--- config.mk ---
export PLATFORM = sky130hd
export DESIGN_NAME = tpe_fifo
export DESIGN_NICKNAME = d
export VERILOG_FILES = /design/src/sv/tpe_pkg.sv /design/src/sv/tpe_fifo.sv
export VERILOG_INCLUDE_DIRS = /design/src /design/src/sv
export SDC_FILE = /design/constraint.sdc
export NUM_CORES = 1
export LEC_CHECK = 0
export BUFFER_PORTS_ARGS = -buffer_cell sky130_fd_sc_hd__buf_2
export CORE_MARGIN = 8
export CORE_UTILIZATION = 61
export CTS_CLUSTER_DIAMETER = 60
export DETAILED_ROUTE_END_ITERATION = 8
export HOLD_SLACK_MARGIN = 0.1
export PLACE_DENSITY_LB_ADDON = 0.25
export SYNTH_ARGS = -nofsm -noshare
export SYNTH_HDL_FRONTEND = slang
export SYNTH_SLANG_ARGS = --single-unit
--- constraint.sdc ---
create_clock -name clk_i -period 8.68 [get_ports clk_i]
set_input_delay 0.434 -clock clk_i [delete_from_list [all_inputs] [get_ports clk_i]]
set_output_delay 0.434 -clock clk_i [all_outputs]
set_load 0.005 [all_outputs]
--- src/sv/token_position_embedding_engine_assert.svh ---
// assertion macros for the token plus position embedding engine
// expects clk_i and rst_ni in the scope where a macro is used
`ifndef TOKEN_POSITION_EMBEDDING_ENGINE_ASSERT_SVH
`define TOKEN_POSITION_EMBEDDING_ENGINE_ASSERT_SVH

// property checked at every clock edge, off while in reset
`define TPE_ASSERT(lbl, prop, msg) \
  lbl: assert property (@(posedge clk_i) disable iff (!rst_ni) (prop)) else $error(msg);

// when cond holds, expect holds at the next edge
`define TPE_ASSERT_NEXT(lbl, cond, expect_next, msg) \
  lbl: assert property (@(posedge clk_i) disable iff (!rst_ni) \
    (cond) |=> (expect_next)) else $error(msg);

`endif

--- src/sv/tpe_pkg.sv ---
// shared types, op codes and saturating add for the embedding engine
// no dependencies
package tpe_pkg;

  localparam int unsigned VOCAB_DEF       = 512;
  localparam int unsigned MAX_POS_DEF     = 128;
  localparam int unsigned DIM_DEF         = 32;
  localparam int unsigned QUEUE_DEPTH_DEF = 4;

  localparam int unsigned OP_W     = 3;
  localparam int unsigned TOKEN_W  = 9;
  localparam int unsigned POS_W    = 7;
  localparam int unsigned CHAN_W   = 5;
  localparam int unsigned DATA_W   = 32;

  // flat table index: row times stride plus channel, stride at most 4096
  localparam int unsigned TOK_IDX_W = 21;
  localparam int unsigned POS_IDX_W = 19;

  localparam logic signed [DATA_W-1:0] SAT_MAX = 32'sh7fffffff;
  localparam logic signed [DATA_W-1:0] SAT_MIN = 32'sh80000000;

  typedef enum logic [OP_W-1:0] {
    OP_LOAD_TOK = 3'd0,
    OP_LOAD_POS = 3'd1,
    OP_FWD      = 3'd2,
    OP_BWD      = 3'd3,
    OP_RD_TOK   = 3'd4,
    OP_RD_POS   = 3'd5,
    OP_CLEAR    = 3'd6
  } op_e;

  typedef struct packed {
    logic [OP_W-1:0]           op;
    logic [TOKEN_W-1:0]        token;
    logic [POS_W-1:0]          position;
    logic [CHAN_W-1:0]         channel;
    logic signed [DATA_W-1:0]  value;
    logic                      last_of_batch;
  } tpe_in_t;

  typedef struct packed {
    logic signed [DATA_W-1:0]  result;
    logic                      last;
  } tpe_out_t;

  // classified command handed from front to back
  typedef struct packed {
    op_e                       op;
    logic                      tok_ok;
    logic                      pos_ok;
    logic [TOK_IDX_W-1:0]      tok_idx;
    logic [POS_IDX_W-1:0]      pos_idx;
    logic signed [DATA_W-1:0]  value;
    logic                      last;
  } tpe_cmd_t;

  function automatic logic signed [DATA_W-1:0] sat_add(
    input logic signed [DATA_W-1:0] a,
    input logic signed [DATA_W-1:0] b
  );
    logic [DATA_W:0] s;
    s = {a[DATA_W-1], a} + {b[DATA_W-1], b};
    if (s[DATA_W] != s[DATA_W-1]) begin
      sat_add = s[DATA_W] ? SAT_MIN : SAT_MAX;
    end else begin
      sat_add = s[DATA_W-1:0];
    end
  endfunction

endpackage

--- src/sv/tpe_fifo.sv ---
// command queue between the front and back parts
// depends on tpe_pkg and the assertion macro header
`include "token_position_embedding_engine_assert.svh"

module tpe_fifo #(
  parameter int unsigned DEPTH = tpe_pkg::QUEUE_DEPTH_DEF
) (
  input  logic               clk_i,
  input  logic               rst_ni,
  input  logic               push_i,
  input  tpe_pkg::tpe_cmd_t  data_i,
  output logic               full_o,
  input  logic               pop_i,
  output tpe_pkg::tpe_cmd_t  data_o,
  output logic               empty_o
);
  import tpe_pkg::*;

  localparam int unsigned PTR_W = (DEPTH > 1) ? $clog2(DEPTH) : 1;
  localparam int unsigned CNT_W = $clog2(DEPTH + 1);

  tpe_cmd_t          mem_q [DEPTH];
  logic [PTR_W-1:0]  wr_ptr_q, wr_ptr_d;
  logic [PTR_W-1:0]  rd_ptr_q, rd_ptr_d;
  logic [CNT_W-1:0]  cnt_q, cnt_d;

  always_comb begin
    wr_ptr_d = wr_ptr_q;
    rd_ptr_d = rd_ptr_q;
    if (push_i) begin
      wr_ptr_d = (wr_ptr_q == PTR_W'(DEPTH - 1)) ? '0 : wr_ptr_q + 1'b1;
    end
    if (pop_i) begin
      rd_ptr_d = (rd_ptr_q == PTR_W'(DEPTH - 1)) ? '0 : rd_ptr_q + 1'b1;
    end
    cnt_d = cnt_q + CNT_W'(push_i) - CNT_W'(pop_i);
  end

  always_ff @(posedge clk_i or negedge rst_ni) begin
    if (!rst_ni) begin
      wr_ptr_q <= '0;
      rd_ptr_q <= '0;
      cnt_q    <= '0;
    end else begin
      wr_ptr_q <= wr_ptr_d;
      rd_ptr_q <= rd_ptr_d;
      cnt_q    <= cnt_d;
    end
  end

  always_ff @(posedge clk_i) begin
    if (push_i) begin
      mem_q[wr_ptr_q] <= data_i;
    end
  end

  assign data_o  = mem_q[rd_ptr_q];
  assign full_o  = (cnt_q == CNT_W'(DEPTH));
  assign empty_o = (cnt_q == '0);

  `TPE_ASSERT(a_no_push_full, full_o |-> !push_i, "push into a full queue")
  `TPE_ASSERT(a_no_pop_empty, empty_o |-> !pop_i, "pop from an empty queue")
  `TPE_ASSERT_NEXT(a_cnt_up, push_i && !pop_i, cnt_q == $past(cnt_q) + 1'b1, "queue count lost")
endmodule

# Word level (Yosys, flattened, before mapping)
# Memory sizes are Yosys's and may differ from the RTL's.
# Cells that the tools add are included.
# op_classes
multipliers,0
div,0
eq_ne,3
mux,4
shifts,0
order_cmp,0
add_sub_neg,4
n_reduce_logical,1
n_bitwise,0
# ops
operator,count
$add A2 B1 Y2 const B,2
$eq A2 B2 Y1 const B,2
$mux W2,2
$add A3 B1 Y3,1
$eq A3 B3 Y1 const B,1
$logic_not A3 Y1,1
$sub A3 B1 Y3,1
$mux W1,2
# totals
ramBits,312
mem_count,1
regBits,7
out_inout_bits,80
latchBits,0
input_bits,82
romBits,0
# mem_list
name,depth,word_bits,read_ports,rd_ports_with_merged_regs,wr,line,rtl
mem_q,4,78,1,0,1,tpe_fifo.sv:22,tpe_cmd_t mem_q [DEPTH];

# Depth between registers and ports, before layout
# logic_depth
word_depth,2
ltp_mapped,6
mapped_depth_nobuf,6

# Least setup slack after synthesis
# No wires, ideal clock.
# synth_path
path_kind,register to register
from,register wr_ptr_q[0]
to,"memory mem_q[2][0] (netlist name), enable pin"
setup_time_ns,0.445
setup_slack_ns,5.798
stages_incl_launch_ff,4
synth_period_minus_slack_ns,2.882
arrival_time_ns,2.437
path_buffers,0
cell_sequence,dfrtp_1 > inv_1 > ha_1 > and2_1
# synth_rtl
item,line,rtl
"start, declared",tpe_fifo.sv:23,"logic [PTR_W-1:0] wr_ptr_q, wr_ptr_d;"
"start signal, assigned",tpe_fifo.sv:45,wr_ptr_q <= wr_ptr_d;
"end, declared",tpe_fifo.sv:22,
# No word-level cell before the write port.

==> summary.txt <==
Status - completed
Worst hold-check path type - in2reg
Worst setup path start - rd_ptr_q[0]
WP data required - 8.25 ns
Async S/R FF share, synth - 2.19%
Largest net degree at the start of global routing - 81
Achievable Freq - 287 MHz
Synth top area share - 79.7%
Clock Sinks - 319
Cell Area, Synth - 11800 um^2
CTS tree - done
Synth area leaders - edfxtp_1 80%, mux4_2 15%, dfrtp_1 1.5%, buf_12 1.4%, ha_1 0.75%
Layout area overhead - 19.0%
Antenna Violating Nets Remaining - 0
Max Buffers Root-to-Sink - 3
H-tree depth - 1
Synth Instances - 444
HPWL after DPL - 12.8 mm
Die Span Y - 155 um
Starting Density - 62.4%
Seq pwr share - 48.2%
DRC - 0
Post-synth EDFFs - 312
Leakage - 0.00482 uW
Hold Vio Cnt, Final - 0
Grt ovf - 0
Most frequent cell after synthesis - edfxtp_1
Critical path peak fanout - 44
RSZ-0062 raised after global routing - false
Share of layout cells above drive strength 1 - 43.5%
Slew headroom - 22.5%
Hold slack - 0.114 ns
Startpoint Class - register
Cell area power density - 320 nW/um^2
Cts hold-fix bufs - 31
Worst r2r src - wr_ptr_q[0]
Yosys warnings - 0
Final Wtd Congestion - 0.693
Inst Count DP - 852
Comb power frac - 23.7%
Die Area - 24000 um^2
Met2 routed WL - 11.4 mm
Fin crit period - 3.48 ns
Antenna violations before repair - 0
Final TNS setup - 0 ns
Setup violations, final - 0
Setup bufs post-CTS - 0
Antenna diodes - 0
FF-to-FF path depth - 4
CP endpoint kind - primary output
Clock Skew - 0.0116 ns
Root buffer cell - clkbuf_16
Internal power - 3290 uW
R2r setup slk - 6.45 ns
First-pass GRT wire length - 33.5 mm
Sequential share of the synthesized area - 81.2%
Clock Latency Late Sink - 0.54 ns
Tightest Pin Transition - 1.16 ns
Critical R2R Capture - mem_q[0][57]
Gr usage total - 18.1%
Final std cells w/o fill - 938
Die Wd - 155 um
Post-synth top area cell - edfxtp_1
Largest vdd supply drop - 295 uV
Crit path DAT - 3.05 ns
Vias in the first global route - 5881
Critical Path End - data_o[64]
Placement row count - 50
Clock share of power - 28.1%
Final Max Tran Viols - 0
Synth Flop Type - edfxtp_1
Post-synth top cells - 312 x edfxtp_1, 78 x mux4_2, 8 x buf_12, 8 x buf_2
Drt pass-1 iters - 4
Post-CTS Resized - 0
Sw power - 1190 uW
Synth cell types - 20
WL met1 - 8.64 mm
Critical setup path kind - reg2out
Num ports - 162
Total wire length - 21.6 mm
Sw Share - 26.5%
WL per Instance - 23.0 um
Initial DRC Count - 324
Mean Syn Cell Area - 26.5 um^2
NumNets Final - 746
Flops & latches, synth - 319
Max-Cap Viols - 0
Period utilisation layout - 40.1%
CTS clock-pin slew for the worst setup and hold paths - 0.06 ns
Fillers - 1049
Core Util, Final - 74.3%
Via Count - 5281
Inserted Clock Buffers - 31
PortBufs - 161
Core area - 18800 um^2
Net Count, Synth - 534
Vias/cell - 5.63
Top Layer Used - met4
Met3 WL post-DR - 1.28 mm
## logic make-up after synthesis
group	count (synthesis)	synth area share (%)
AOI/OAI and AO/OA	2	0.0852
xor gates and xnor gates	2	0.149
adders and majority gates	8	0.916
buffers and inverters	24	2.05
DFF	319	81.2
muxes	80	15.1
and+or+nand+nor	9	0.447
## worst max-delay path, stage by stage (launching register included)
cell and delay (ns):
dfrtp_4 0.89, buf_4 0.80, mux4_2 0.63, buf_2 0.15
## how the worst min path moves through the flow
stage / from / to / slack (ns) / cells past startpoint
after floorplan: rst_ni / cnt_q[0] / 0.14 / 0
after global placement: rst_ni / cnt_q[0] / 0.27 / 1
after detailed placement: rst_ni / cnt_q[1] / 0.28 / 1
after CTS: data_i[21] / mem_q[0][21] / 0.10 / 1
after global routing: data_i[63] / mem_q[1][63] / 0.10 / 1
final: data_i[21] / mem_q[0][21] / 0.11 / 1
## per-layer routing
layer	track usage [%]	up-vias
met5	0	-
met1	23.3	2773
met4	4.01	0
li1	-	2325
met3	3.71	23
met2	31.6	160
## metrics by stage
step / area, um^2 / worst slack [ns] / total power [uW]
floorplan: 11800 / 5.80 / 2890
global placement: 12700 / 5.63 / 3240
detailed placement: 12700 / 5.63 / 3280
CTS: 14000 / 5.05 / 4550
global route: 14000 / 4.92 / 4680
finish: 14000 / 5.20 / 4480
## layout make-up
cell class / instances / area [um^2] / share of cell area, %
flip-flops and latches: 319 / 9550 / 68.3
multi-input cells: 101 / 1980 / 14.1
repair buffers: 197 / 1150 / 8.25
clock buffers: 43 / 841 / 6.01
well taps: 260 / 325 / 2.33
clock inverters: 12 / 118 / 0.841
inverters: 6 / 22.5 / 0.161
## power by group through the flow
stage	logic, uW	registers (uW)	clock network, uW
after floorplan	827	2060	0
after global placement	1060	2180	0
after detailed placement	1080	2200	0
after CTS	1100	2170	1280
after global routing	1150	2190	1330
final	1060	2160	1260
## sequential cells by signal, summed over array words and instances, names as in the netlist
signal,count
wr_ptr_q,2
rd_ptr_q,2
cnt_q,3
mem_q,312
## cells in the final DEF, fill, tap and decap left out, types with 2 or more instances in the layout
| master | count |
|---|---|
| dfrtp_1 | 5 |
| buf_2 | 161 |
| clkbuf_16 | 31 |
| mux4_2 | 78 |
| clkbuf_8 | 2 |
| and2_4 | 4 |
| inv_1 | 6 |
| clkbuf_1 | 10 |
| clkinv_2 | 3 |
| clkinv_1 | 3 |
| buf_4 | 5 |
| ha_1 | 7 |
| edfxtp_1 | 312 |
| mux2_2 | 2 |
| bufinv_16 | 2 |
| dfrtp_4 | 2 |
| clkinvlp_4 | 3 |
| dlygate4sd3_1 | 31 |
| o21ai_0 | 2 |
No activity file was read; power rests on OpenSTA's default activity.
